**src/hdl/lru_page_replacement_top_assert.svh**
```systemverilog
// Assertion macros used by the RTL of the page replacement block (lru_frame_state).
`ifndef LRU_PAGE_REPLACEMENT_TOP_ASSERT_SVH
`define LRU_PAGE_REPLACEMENT_TOP_ASSERT_SVH

`ifndef SYNTH
// Same-cycle implication, disabled while reset is high.
`define LRU_ASSERT_SAME(label, clk_s, rst_s, ante, cons) \
  label: assert property (@(posedge clk_s) disable iff (rst_s) (ante) |-> (cons)) \
    else $error("lru assertion failed");
// Next-cycle implication, disabled while reset is high.
`define LRU_ASSERT_NEXT(label, clk_s, rst_s, ante, cons) \
  label: assert property (@(posedge clk_s) disable iff (rst_s) (ante) |=> (cons)) \
    else $error("lru assertion failed");
`else
`define LRU_ASSERT_SAME(label, clk_s, rst_s, ante, cons)
`define LRU_ASSERT_NEXT(label, clk_s, rst_s, ante, cons)
`endif

`endif

```
**src/hdl/lru_pkg.sv**
```systemverilog
`default_nettype none
package lru_pkg;

  localparam int MAX_FRAMES        = 8;
  localparam int PAGE_BITS         = 8;
  localparam int FRAME_BITS        = 3;
  localparam int COUNT_BITS        = 16;
  localparam int CFG_BITS          = 4;
  localparam int FRAME_COUNT_RESET = 4;

  typedef logic [MAX_FRAMES-1:0][PAGE_BITS-1:0]  page_arr_t;
  typedef logic [MAX_FRAMES-1:0][FRAME_BITS-1:0] rank_arr_t;

  typedef struct packed {
    logic [PAGE_BITS-1:0] page;
    logic                 last;
  } lru_in_t;

  typedef struct packed {
    logic                  fault;
    logic [FRAME_BITS-1:0] frame;
    logic [COUNT_BITS-1:0] fault_count;
  } lru_out_t;

  // Outcome of the lookup for one reference.
  typedef struct packed {
    logic                  hit;
    logic                  empty;
    logic [FRAME_BITS-1:0] frame;
  } lru_sel_t;

  // Update request from the top level to the frame state.
  typedef struct packed {
    logic                  en;
    logic                  hit;
    logic                  empty;
    logic                  last;
    logic [FRAME_BITS-1:0] frame;
    logic [PAGE_BITS-1:0]  page;
  } lru_upd_t;

endpackage
`default_nettype wire

```
**src/hdl/lru_select.sv**
```systemverilog
`default_nettype none
module lru_select (
  input  wire logic [lru_pkg::PAGE_BITS-1:0]  page,
  input  wire logic [lru_pkg::MAX_FRAMES-1:0] in_use,
  input  wire lru_pkg::page_arr_t             frame_page,
  input  wire logic [lru_pkg::MAX_FRAMES-1:0] frame_valid,
  input  wire lru_pkg::rank_arr_t             recency_rank,
  output lru_pkg::lru_sel_t                   sel
);
  import lru_pkg::*;

  logic [MAX_FRAMES-1:0] match;
  logic [MAX_FRAMES-1:0] free;
  logic [MAX_FRAMES-1:0] is_oldest;

  function automatic logic [FRAME_BITS-1:0] lowest_index(logic [MAX_FRAMES-1:0] m);
    logic [FRAME_BITS-1:0] idx;
    idx = '0;
    for (int i = MAX_FRAMES - 1; i >= 0; i--) begin
      if (m[i]) idx = FRAME_BITS'(i);
    end
    return idx;
  endfunction

  always_comb begin
    for (int i = 0; i < MAX_FRAMES; i++) begin
      match[i] = in_use[i] && frame_valid[i] && (frame_page[i] == page);
      free[i]  = in_use[i] && !frame_valid[i];
      // A frame in use whose rank is not below any other frame in use.
      is_oldest[i] = in_use[i];
      for (int j = 0; j < MAX_FRAMES; j++) begin
        if (in_use[j] && (recency_rank[j] > recency_rank[i])) is_oldest[i] = 1'b0;
      end
    end
  end

  always_comb begin
    sel.hit   = |match;
    sel.empty = |free;
    if (sel.hit) begin
      sel.frame = lowest_index(match);
    end else if (sel.empty) begin
      sel.frame = lowest_index(free);
    end else begin
      sel.frame = lowest_index(is_oldest);
    end
  end

endmodule
`default_nettype wire

```
**src/hdl/lru_frame_state.sv**
```systemverilog
`default_nettype none
`include "lru_page_replacement_top_assert.svh"
module lru_frame_state (
  input  wire logic                           clk,
  input  wire logic                           rst,
  input  wire lru_pkg::lru_upd_t              upd,
  output lru_pkg::page_arr_t                  frame_page,
  output logic [lru_pkg::MAX_FRAMES-1:0]      frame_valid,
  output lru_pkg::rank_arr_t                  recency_rank,
  output logic [lru_pkg::COUNT_BITS-1:0]      faults_next
);
  import lru_pkg::*;

  logic [COUNT_BITS-1:0] faults_so_far;
  logic [MAX_FRAMES-1:0] frame_valid_next;
  rank_arr_t             recency_rank_next;
  page_arr_t             frame_page_next;
  logic [FRAME_BITS-1:0] limit;
  logic                  age_all;

  assign faults_next = (!upd.hit && (faults_so_far != {COUNT_BITS{1'b1}})) ?
                       faults_so_far + COUNT_BITS'(1) : faults_so_far;

  // Filling an empty frame ages every valid frame; otherwise only frames
  // more recent than the touched one age.
  assign limit   = recency_rank[upd.frame];
  assign age_all = !upd.hit && upd.empty;

  always_comb begin
    frame_valid_next  = frame_valid;
    recency_rank_next = recency_rank;
    frame_page_next   = frame_page;
    for (int i = 0; i < MAX_FRAMES; i++) begin
      if ((FRAME_BITS'(i) != upd.frame) && frame_valid[i] &&
          (age_all || (recency_rank[i] < limit))) begin
        recency_rank_next[i] = recency_rank[i] + FRAME_BITS'(1);
      end
    end
    recency_rank_next[upd.frame] = '0;
    if (!upd.hit) begin
      frame_valid_next[upd.frame] = 1'b1;
      frame_page_next[upd.frame]  = upd.page;
    end
  end

  always_ff @(posedge clk) begin
    if (rst) begin
      frame_valid   <= '0;
      recency_rank  <= '0;
      faults_so_far <= '0;
    end else if (upd.en) begin
      if (upd.last) begin
        frame_valid   <= '0;
        recency_rank  <= '0;
        faults_so_far <= '0;
      end else begin
        frame_valid   <= frame_valid_next;
        recency_rank  <= recency_rank_next;
        faults_so_far <= faults_next;
      end
    end
  end

  always_ff @(posedge clk) begin
    if (upd.en) frame_page <= frame_page_next;
  end

  `LRU_ASSERT_NEXT(a_touched_valid, clk, rst, upd.en && !upd.last, frame_valid[$past(upd.frame)])
  `LRU_ASSERT_NEXT(a_touched_newest, clk, rst, upd.en && !upd.last, recency_rank[$past(upd.frame)] == '0)
  `LRU_ASSERT_NEXT(a_last_clears, clk, rst, upd.en && upd.last, (frame_valid == '0) && (faults_so_far == '0))
  `LRU_ASSERT_NEXT(a_count_holds, clk, rst, !upd.en, $stable(faults_so_far))

endmodule
`default_nettype wire

```
**src/hdl/lru_page_replacement_top.sv**
```systemverilog
// Channel  Handshake               Payload
// in       in_valid / in_ready     in_data  (page, last)
// out      out_valid / out_ready   out_data (fault, frame, fault_count)
// cfg      cfg_we                  cfg_data (frame_count)
//
// One reference per cycle is sustained while out_ready is high; a result passes
// through the input register and then the result register, with the lookup
// and update done between them.
// Synchronous reset empties all frames, clears the fault count and sets
// frame_count to 4; no clearing pass is needed.
// A stalled result holds the pipeline; in_ready drops only when both registers
// are full and the result is not being taken.
`default_nettype none
module lru_page_replacement_top (
  input  wire logic                         clk,
  input  wire logic                         rst,
  input  wire logic                         in_valid,
  output logic                              in_ready,
  input  wire lru_pkg::lru_in_t             in_data,
  output logic                              out_valid,
  input  wire logic                         out_ready,
  output lru_pkg::lru_out_t                 out_data,
  input  wire logic                         cfg_we,
  input  wire logic [lru_pkg::CFG_BITS-1:0] cfg_data
);
  import lru_pkg::*;

  logic                  in_valid_q;
  lru_in_t               in_q;
  logic [CFG_BITS-1:0]   frame_count;
  logic [CFG_BITS-1:0]   used;
  logic [MAX_FRAMES-1:0] in_use;
  logic                  fire;

  page_arr_t             frame_page;
  logic [MAX_FRAMES-1:0] frame_valid;
  rank_arr_t             recency_rank;
  logic [COUNT_BITS-1:0] faults_next;
  lru_sel_t              sel;
  lru_upd_t              upd;

  assign fire     = in_valid_q && (!out_valid || out_ready);
  assign in_ready = !in_valid_q || fire;

  always_comb begin
    if (frame_count == '0) begin
      used = CFG_BITS'(1);
    end else if (frame_count > CFG_BITS'(MAX_FRAMES)) begin
      used = CFG_BITS'(MAX_FRAMES);
    end else begin
      used = frame_count;
    end
    for (int i = 0; i < MAX_FRAMES; i++) begin
      in_use[i] = CFG_BITS'(i) < used;
    end
  end

  lru_select u_select (
    .page         (in_q.page),
    .in_use       (in_use),
    .frame_page   (frame_page),
    .frame_valid  (frame_valid),
    .recency_rank (recency_rank),
    .sel          (sel)
  );

  always_comb begin
    upd.en    = fire;
    upd.hit   = sel.hit;
    upd.empty = sel.empty;
    upd.last  = in_q.last;
    upd.frame = sel.frame;
    upd.page  = in_q.page;
  end

  lru_frame_state u_state (
    .clk          (clk),
    .rst          (rst),
    .upd          (upd),
    .frame_page   (frame_page),
    .frame_valid  (frame_valid),
    .recency_rank (recency_rank),
    .faults_next  (faults_next)
  );

  always_ff @(posedge clk) begin
    if (rst) begin
      in_valid_q  <= 1'b0;
      out_valid   <= 1'b0;
      frame_count <= CFG_BITS'(FRAME_COUNT_RESET);
    end else begin
      if (cfg_we) frame_count <= cfg_data;
      if (in_ready) in_valid_q <= in_valid;
      if (fire) begin
        out_valid <= 1'b1;
      end else if (out_ready) begin
        out_valid <= 1'b0;
      end
    end
  end

  always_ff @(posedge clk) begin
    if (in_valid && in_ready) in_q <= in_data;
    if (fire) begin
      out_data.fault       <= !sel.hit;
      out_data.frame       <= sel.frame;
      out_data.fault_count <= faults_next;
    end
  end

endmodule
`default_nettype wire
```
**config.mk**
```make
export PLATFORM = sky130hd
export DESIGN_NAME = lru_page_replacement_top
export DESIGN_NICKNAME = d
export VERILOG_FILES = /design/src/hdl/lru_pkg.sv /design/src/hdl/lru_select.sv /design/src/hdl/lru_frame_state.sv /design/src/hdl/lru_page_replacement_top.sv
export VERILOG_INCLUDE_DIRS = /design/src /design/src/hdl
export SDC_FILE = /design/constraint.sdc
export NUM_CORES = 1
export LEC_CHECK = 0
export ABC_CLOCK_PERIOD_IN_PS = 8500
export BUFFER_PORTS_ARGS = -buffer_cell sky130_fd_sc_hd__buf_2
export CORE_ASPECT_RATIO = 1.75
export CORE_MARGIN = 10
export CORE_UTILIZATION = 40
export DETAILED_ROUTE_END_ITERATION = 10
export MAX_ROUTING_LAYER = met4
export PLACE_DENSITY = 0.6
export SLEW_MARGIN = 10
export SYNTH_ARGS = -nofsm -noshare
export SYNTH_HDL_FRONTEND = slang
export SYNTH_SLANG_ARGS = --single-unit
```
**constraint.sdc**
```tcl
create_clock -name clk -period 8.5 [get_ports clk]
set_input_delay 1.7 -clock clk [delete_from_list [all_inputs] [get_ports clk]]
set_output_delay 1.7 -clock clk [all_outputs]
set_load 0.05 [all_outputs]
```
==> results of run 1 <==
[state kept, by name, summed over array words and instances (netlist names)]
signal,flops
in_valid_q,1
u_state.frame_valid,8
in_q,9
out_valid,1
u_state.recency_rank,24
u_state.faults_so_far,16
u_state.frame_page,64
frame_count,4
out_data,20
[kinds of logic (layout without fill, tap and decap cells)]
logic type / Yosys count / in the layout
flip-flops: 147 / 147
adder cells (fa/ha/maj): 101 / 101
AND/OR/NAND/NOR: 349 / 349
XOR/XNOR: 78 / 78
multiplexers: 12 / 12
AO/OA/AOI/OAI: 249 / 249
buffers and inverters: 91 / 134
[layout make-up]
cell class | count | area share [%]
clock buffers | 18 | 3.90
clock inverters | 14 | 1.39
inverters | 50 | 1.73
multi-input cells | 789 | 51.6
flip-flops and latches | 147 | 35.2
well taps | 312 | 3.55
repair buffers | 52 | 2.66
[final timing paths]
kind	startpoint	end	depth (start not counted)
max	u_state.recency_rank[5]	u_state.recency_rank[19]	18
min reg2reg	u_state.recency_rank[2]	u_state.recency_rank[2]	2
max reg2reg	u_state.recency_rank[5]	u_state.recency_rank[19]	18
min	u_state.recency_rank[2]	u_state.recency_rank[2]	2
[where the power goes]
group	internal, W	switching [W]
clock network	0.000436	0.000311
logic	0.0000392	0.0000895
registers	0.000771	0.0000236
total	0.00125	0.000424
[critical path, cell delays in order, from the launching register on]
cell and delay (ps):
dfxtp_1 410, inv_1 230, ha_1 390, nor2b_1 140, a221oi_1 620, a211oi_1 210, and4_1 270, or4b_1 600
o21a_1 360, inv_1 580, nor2_1 80, a211oi_1 260, a21oi_1 60, a21oi_1 690, ha_1 380, and3_1 180
a221oi_1 470, a21oi_1 130, a211o_1 280
[layout by cell type, fill, tap and decap left out, types with 10 or more instances in the layout]
cell / synthesis / routed
nor4_1: 15 / 15
a211oi_1: 14 / 14
or3_1: 10 / 10
a31oi_1: 21 / 21
nand4_1: 19 / 19
a22oi_1: 17 / 17
and3_1: 16 / 16
nand3_1: 54 / 54
nor2b_1: 20 / 20
edfxtp_1: 93 / 93
dfxtp_1: 54 / 54
xor2_1: 13 / 13
or4_1: 11 / 11
clkbuf_16: 0 / 17
o21ai_0: 32 / 32
nand3b_1: 10 / 10
and2_1: 11 / 11
a21oi_1: 66 / 66
xnor2_1: 65 / 65
nor3_1: 10 / 10
buf_2: 16 / 39
o21a_1: 12 / 12
ha_1: 101 / 101
nand2_1: 71 / 71
inv_1: 48 / 48
mux2i_1: 11 / 11
buf_4: 2 / 13
nor2_1: 74 / 74
[per-layer routing]
metal / global-route usage [%] / up-vias / wire length [µm] / part of all wire, %
li1: - / 3955 / - / -
met2: 33.9 / 254 / 15900 / 52
met5: - / - / 0 / 0
met1: 19.2 / 4044 / 11300 / 37
met4: 14.6 / 0 / 2380 / 7.8
met3: 3.16 / 111 / 1090 / 3.6
[through the flow]
step,cells,area [µm²]
floorplan,1027,9920
global placement,1350,10400
detailed placement,1350,10400
CTS,1382,11000
global route,1382,11000
finish,1382,11000
==> results.txt, run 1 <==
- The flow ran to the end, and the final reports show no timing, DRC or antenna violations.
* Util after Layout: 44.8%
- Maximum buffer depth of the clock tree: 2
- Total negative slack for setup checks: 0 ps
- Post-Synthesis Cell Area: roughly 9900 µm²
- # IOs: 40
* Final number of hold-violating endpoints: 0
* Total of max-cap violations: 0
- Total Routing Usage GR: 19.5%
- The critical path in this run is classified as flop to flop.
* Final setup violation count: 0
- Static timing analysis puts the maximum clock frequency at approximately 0.15 GHz.
* Simple-gate share of the synthesized area: about a fifth
* Count of cells resized by post-cts repair: 0
- Max-slew violation count: 0
* Drt first-iter violations: between 500 and 600
* Layout fillers: between 2000 and 2500
* Fin Hold WS: ~520 ps
- Subtracting the final worst setup slack from the clock period gives between 6000 and 7000 ps.
- Critical-path maximum fanout: 21
* Relative max-transition margin: around 36%
- In this run the worst hold path is classified as flop to flop.
* Area of the die: roughly 32000 µm²
- RSZ-0062 raised after global routing: false
* PwrDens: roughly 150 nW/µm²
* First-pass GRT wire length: ~47000 µm
* TritonCTS clock tree: built
- HPWL after DPL: 22900 µm
* Clock transition at the registers of the reported paths: approximately 70 ps
- Summing the areas of all fa, ha and maj instances in the mapped netlist gives about an eighth of the synthesized area.
- Setup slack on the worst reg-to-reg path comes out at 2020 ps.
- Counting distinct cell types in the post-synthesis netlist gives 76.
* Post-Place Setup Slack: roughly 2000 ps
- Summing all multi-input logic gate instances after layout gives 5670 µm².
- In this run, CTS created clock tree buffers numbering 17.
- Nets@finish: 1176
- Vias per cell: around 6
* Warning count from the yosys run: 0
* Mapped Cells: between 1000 and 1500
- Post-Route Skew: ~13 ps
* Commonest cells post-synth: 101 x ha_1, 93 x edfxtp_1, 74 x nor2_1
- Arrival time reported for the critical path endpoint: 6800 ps
* Share of the synthesized netlist area taken by xor and xnor gates: approximately 7%
- Static leakage: around 4 nW
* Maximum number of pins on one net before global-route repair: 48
- After detailed routing, the total wire length is slightly above 30000 µm.
- Library cell with the largest summed area after synthesis: edfxtp_1
* Via count of the first global-routing pass: 8272
- STA classifies the critical path endpoint as a flop.
- Main combinational cell family by area after synthesis: simple AND/OR/NAND/NOR gates
- Main synth FF type: edfxtp_1
- Synth top area cells: edfxtp_1 28%, ha_1 13%, dfxtp_1 11%
- Share of async-settable or async-resettable flops after synthesis: 0%
- The post-route netlist has a little over a tenth of its cells at a drive strength greater than 1.
- The final route contains ~8400 vias.
- The number of nets in the synthesized netlist is around 1100.
- Peak ir drop on the vdd network: about 0.22 mV
- Worst setup SP type: flop
- In the post-synthesis netlist, the cell with the most instances is ha_1.
- Num rows: 76
* Residual antenna-violating net count after detailed routing: 0
* H-tree depth: 4
- Antenna Cells: 0
- Routability congestion estimate: approximately 1
- Yosys mapped a number of flops with a built-in enable equal to 93.
- Counting flops and latches in the post-synthesis netlist gives 147.
* Required time at the worst-slack endpoint: approximately 8800 ps
* Clock latency at the later pin of the worst-skew pair: 440 ps
- Compound-Gate Fraction of Synth Area: approximately 18%
* Buffer count from post-CTS setup fixing: 0
* Initial antenna violation count: 0
- Syn avg cell area: slightly below 10 µm²
- Routed length per instance: roughly 22 µm
- The root buffer cell chosen for the clock tree is clkbuf_16.
* Area added between synthesis and finish: 10.9%
- In this run the vertical extent of the chip is between 200 and 250 µm.
* Core footprint: about 25000 µm²
* Storage cell area: just under 4000 µm²
- After synthesis, the share of cell area in mux cells is under 10%.
* Design Power: between 0.0015 and 0.002 W
- Horizontal die dimension: between 100 and 150 µm
- Slew at the pin closest to its max-slew limit: around 960 ps
- Number of optimization iterations in the first detailed-route pass: 5
- Count of clock tree sinks: around 150
- The share of the Yosys chip area taken by registers is roughly 39%.
* Hold buffer count at CTS: 0
- The total overflow left after global routing is 0.
- DRC viols: 0
* Count of buffers inserted at the top-level ports: 39
- Smallest setup slack after layout: between 2000 and 2500 ps
- After synthesis, the largest area contributor takes up between 20% and 30% of total cell area.
* Initial Utilization: 40.5%
* Period utilisation layout: approximately three quarters
No activity file was read; power rests on OpenSTA's default activity.
==> inputs of run 2 (changes only) <==
Settings changed: ABC_AREA from default to 1, ABC_CLOCK_PERIOD_IN_PS 8500 to 5700, PLACE_DENSITY 0.6 to 0.62.
Clock period 8.5 ns to 5.7 ns, I/O delays scaled along.
==> results.txt, run 2 <==
* Run status: completed
- The register with the most flip-flops in the final layout is u_state.frame_page.
* Horizontal die dimension: ~140 µm
- At the end of the flow, the number of nets in the layout was around 1500.
- Maximum buffer depth of the clock tree: 2
- Drt first-iter violations: about 500
- Crit-path max cell delay: about 640 ps
* Number of optimization iterations in the first detailed-route pass: 5
* Post-Synthesis Cell Area: 10200 µm²
- Setup violations remaining at the end of the flow were counted as 0.
- The detail route stage leaves a number of antenna-violating nets equal to 0.
- Leaving out fill and tap cells, the most frequent cell in the layout is nand2_1.
- The clock tree synthesis step divided the H-tree into 4 levels.
- Of the post-synthesis cell area, the dominant cell type holds roughly 27%.
- TritonCTS built the clock tree.
- Syn avg cell area: 7.85 µm²
* Area added between synthesis and finish: 11.8%
* Post-detailed-routing wire length: between 20000 and 30000 µm
* Warning count from the yosys run: 0
- Commonest cells post-synth: 313 x nand2_1, 158 x nand3_1, 130 x inv_1
- In the final layout, the share of cells above drive strength 1 is between 10% and 20%.
* Arrival time reported for the critical path endpoint: 5260 ps
- Total negative slack for setup checks: 0 ps
- Clock latency at the later pin of the worst-skew pair: 440 ps
- Vias per cell: 5.29
* Share of synthesized area occupied by flip-flops and latches: about two fifths
* Peak ir drop on the vdd network: between 0.2 and 0.25 mV
- Synthesis handed over a netlist of 1296 instances.
- HPWL after DPL: roughly 23000 µm
* Register bit count reported by yosys: between 100 and 150
- Fin Hold WS: ~470 ps
* Main synth FF type: edfxtp_1
- Clock tree root buffer cell: clkbuf_16
- Buffers inserted during clock tree synthesis total 17.
- Number of enable-type register cells in the synthesized netlist: between 90 and 100
- Routability congestion estimate: 0.964
- Slowest stage cell on the critical path: dfxtp_1
- DRC viols: 0
- Syn_nets: 1415
- Max-cap violations in this run came to 0.
- Total Routing Usage GR: between 10% and 20%
- In the post-synthesis netlist, the biggest area contributors are edfxtp_1 27%, ha_1 12%, nand2_1 12%.
- First-pass GRT wire length: ~46000 µm
- Core footprint: around 25000 µm²
- Clock transition at the registers of the reported paths: approximately 70 ps
- Entering global routing, the biggest net connects 45 pins.
- The number of pins exceeding their max-slew limit in the final report is 0.
* DR vias: a little under 9000
- Summed over all instances, the cell type with the most area after synthesis is edfxtp_1.
* Floorplan die height: about 230 µm
- Family of cells with the greatest summed delay on the critical path: simple AND/OR/NAND/NOR gates
- In this run, post-CTS hold repair placed 0 buffers.
* Number of flip-flops in the largest register: between 60 and 70
- Count of buffers inserted at the top-level ports: 39
- PwrDens: 225 nW/µm²
- Of all nets on the critical path, the largest fanout is 12.
- Yosys instantiated no cell more often than nand2_1.
- 40 I/O pins were placed.
- Period utilisation layout: between 80% and 90%
* Relative max-transition margin: a little under two fifths
- The path class of the tightest hold or removal check is flop to flop.
- Num rows: between 70 and 80
- Area of the die: approximately 32000 µm²
* Final critical-path required period: 4900 ps
* WP buf/inv: 4
- Count of clock tree sinks: between 100 and 150
- Once the clock tree was built, the setup fixing pass inserted 0 buffers.
- Global routing finished with a remaining overflow of 0.
- The number of global-route vias before repair was 8755.
* Type of the worst setup path: flop to flop
- After synthesis, the share of flip-flops with an asynchronous set or reset is 0%.
- Count of cells resized by post-cts repair: 0
- STA classifies the critical path endpoint as a flop.
- In the final layout, the registers with the most flip-flops are u_state.frame_page x64, u_state.recency_rank x24, out_data x20.
* Post-Route Skew: 12.2 ps
- Slew at the pin closest to its max-slew limit: 930 ps
* Routed length per instance: 17.7 µm
- Final number of hold-violating endpoints: 0
- Counting stages on the worst path, the most repeated cell is nand2_1.
- Top library cells by usage in the layout, fill and taps aside: 313 x nand2_1, 158 x nand3_1, 130 x inv_1
* Required time at the worst-slack endpoint: 6060 ps
- Worst setup SP type: flop
* Static leakage: 5.03 nW
- After synthesis, the netlist uses 40 different library cells.
- Top achievable clock speed: roughly 0.20 GHz
* Initial antenna violation count: 0
* Antenna Cells: 0
- Initial Utilization: 40.5%
- RSZ-0062 raised after global routing: false
==> run 2: metrics by stage <==
step                      util (%)  instances  total power [W]  setup slack [ps]  area (µm²)
after CTS                     45.2       1681          0.00258               925       11400
after global routing          45.2       1681          0.00265               349       11400
after global placement        42.9       1649          0.00146              1040       10800
final                         45.2       1681          0.00256               802       11400
after floorplan                  -       1296          0.00138              1940       10200
after detailed placement      42.9       1649          0.00146               959       10800
==> run 2: final cells by class <==
type | count | area [µm²]
inverters | 141 | 529
clock inverters | 15 | 163
repair buffers | 60 | 353
well taps | 316 | 395
flip-flops and latches | 147 | 3870
fillers | 2522 | 13800
multi-input cells | 985 | 5630
clock buffers | 17 | 425
==> run 2: worst min-delay path, stage by stage (launching register included) <==
cell,delay (ps)
dfxtp_1,310
nand2_1,60
a21oi_1,60
==> run 2: per-layer routing <==
layer | track usage (%) | up-vias | share of wire (%)
met5 | - | - | 0
met4 | 11.2 | 0 | 5.1
met3 | 2.77 | 84 | 3.5
met2 | 34.6 | 225 | 55
met1 | 17.6 | 4117 | 36
li1 | - | 4459 | -
==> run 2: cells by family after synthesis <==
family	Yosys count	share of synthesized area, %
fa+ha+maj	101	12.4
compound gates	128	6.48
flops	147	38.1
xor+xnor	56	4.82
simple gates	700	31.6
buf+inv	164	6.56
==> run 2: where the power goes <==
part	leakage, nW	switching, W	total (W)	internal (W)
Sequential	1.28	0.0000188	0.00117	0.00115
Combinational	3.47	0.000190	0.000266	0.0000765
Clock	0.289	0.000500	0.00112	0.000621
==> run 2: worst paths after layout <==
path | start | endpoint | slack (ps) | cells after the start
max | u_state.recency_rank[17] | u_state.recency_rank[4] | 800 | 28
min | u_state.faults_so_far[7] | u_state.faults_so_far[7] | 470 | 2
max reg2reg | u_state.recency_rank[17] | u_state.recency_rank[4] | 800 | 28
min reg2reg | u_state.faults_so_far[7] | u_state.faults_so_far[7] | 470 | 2
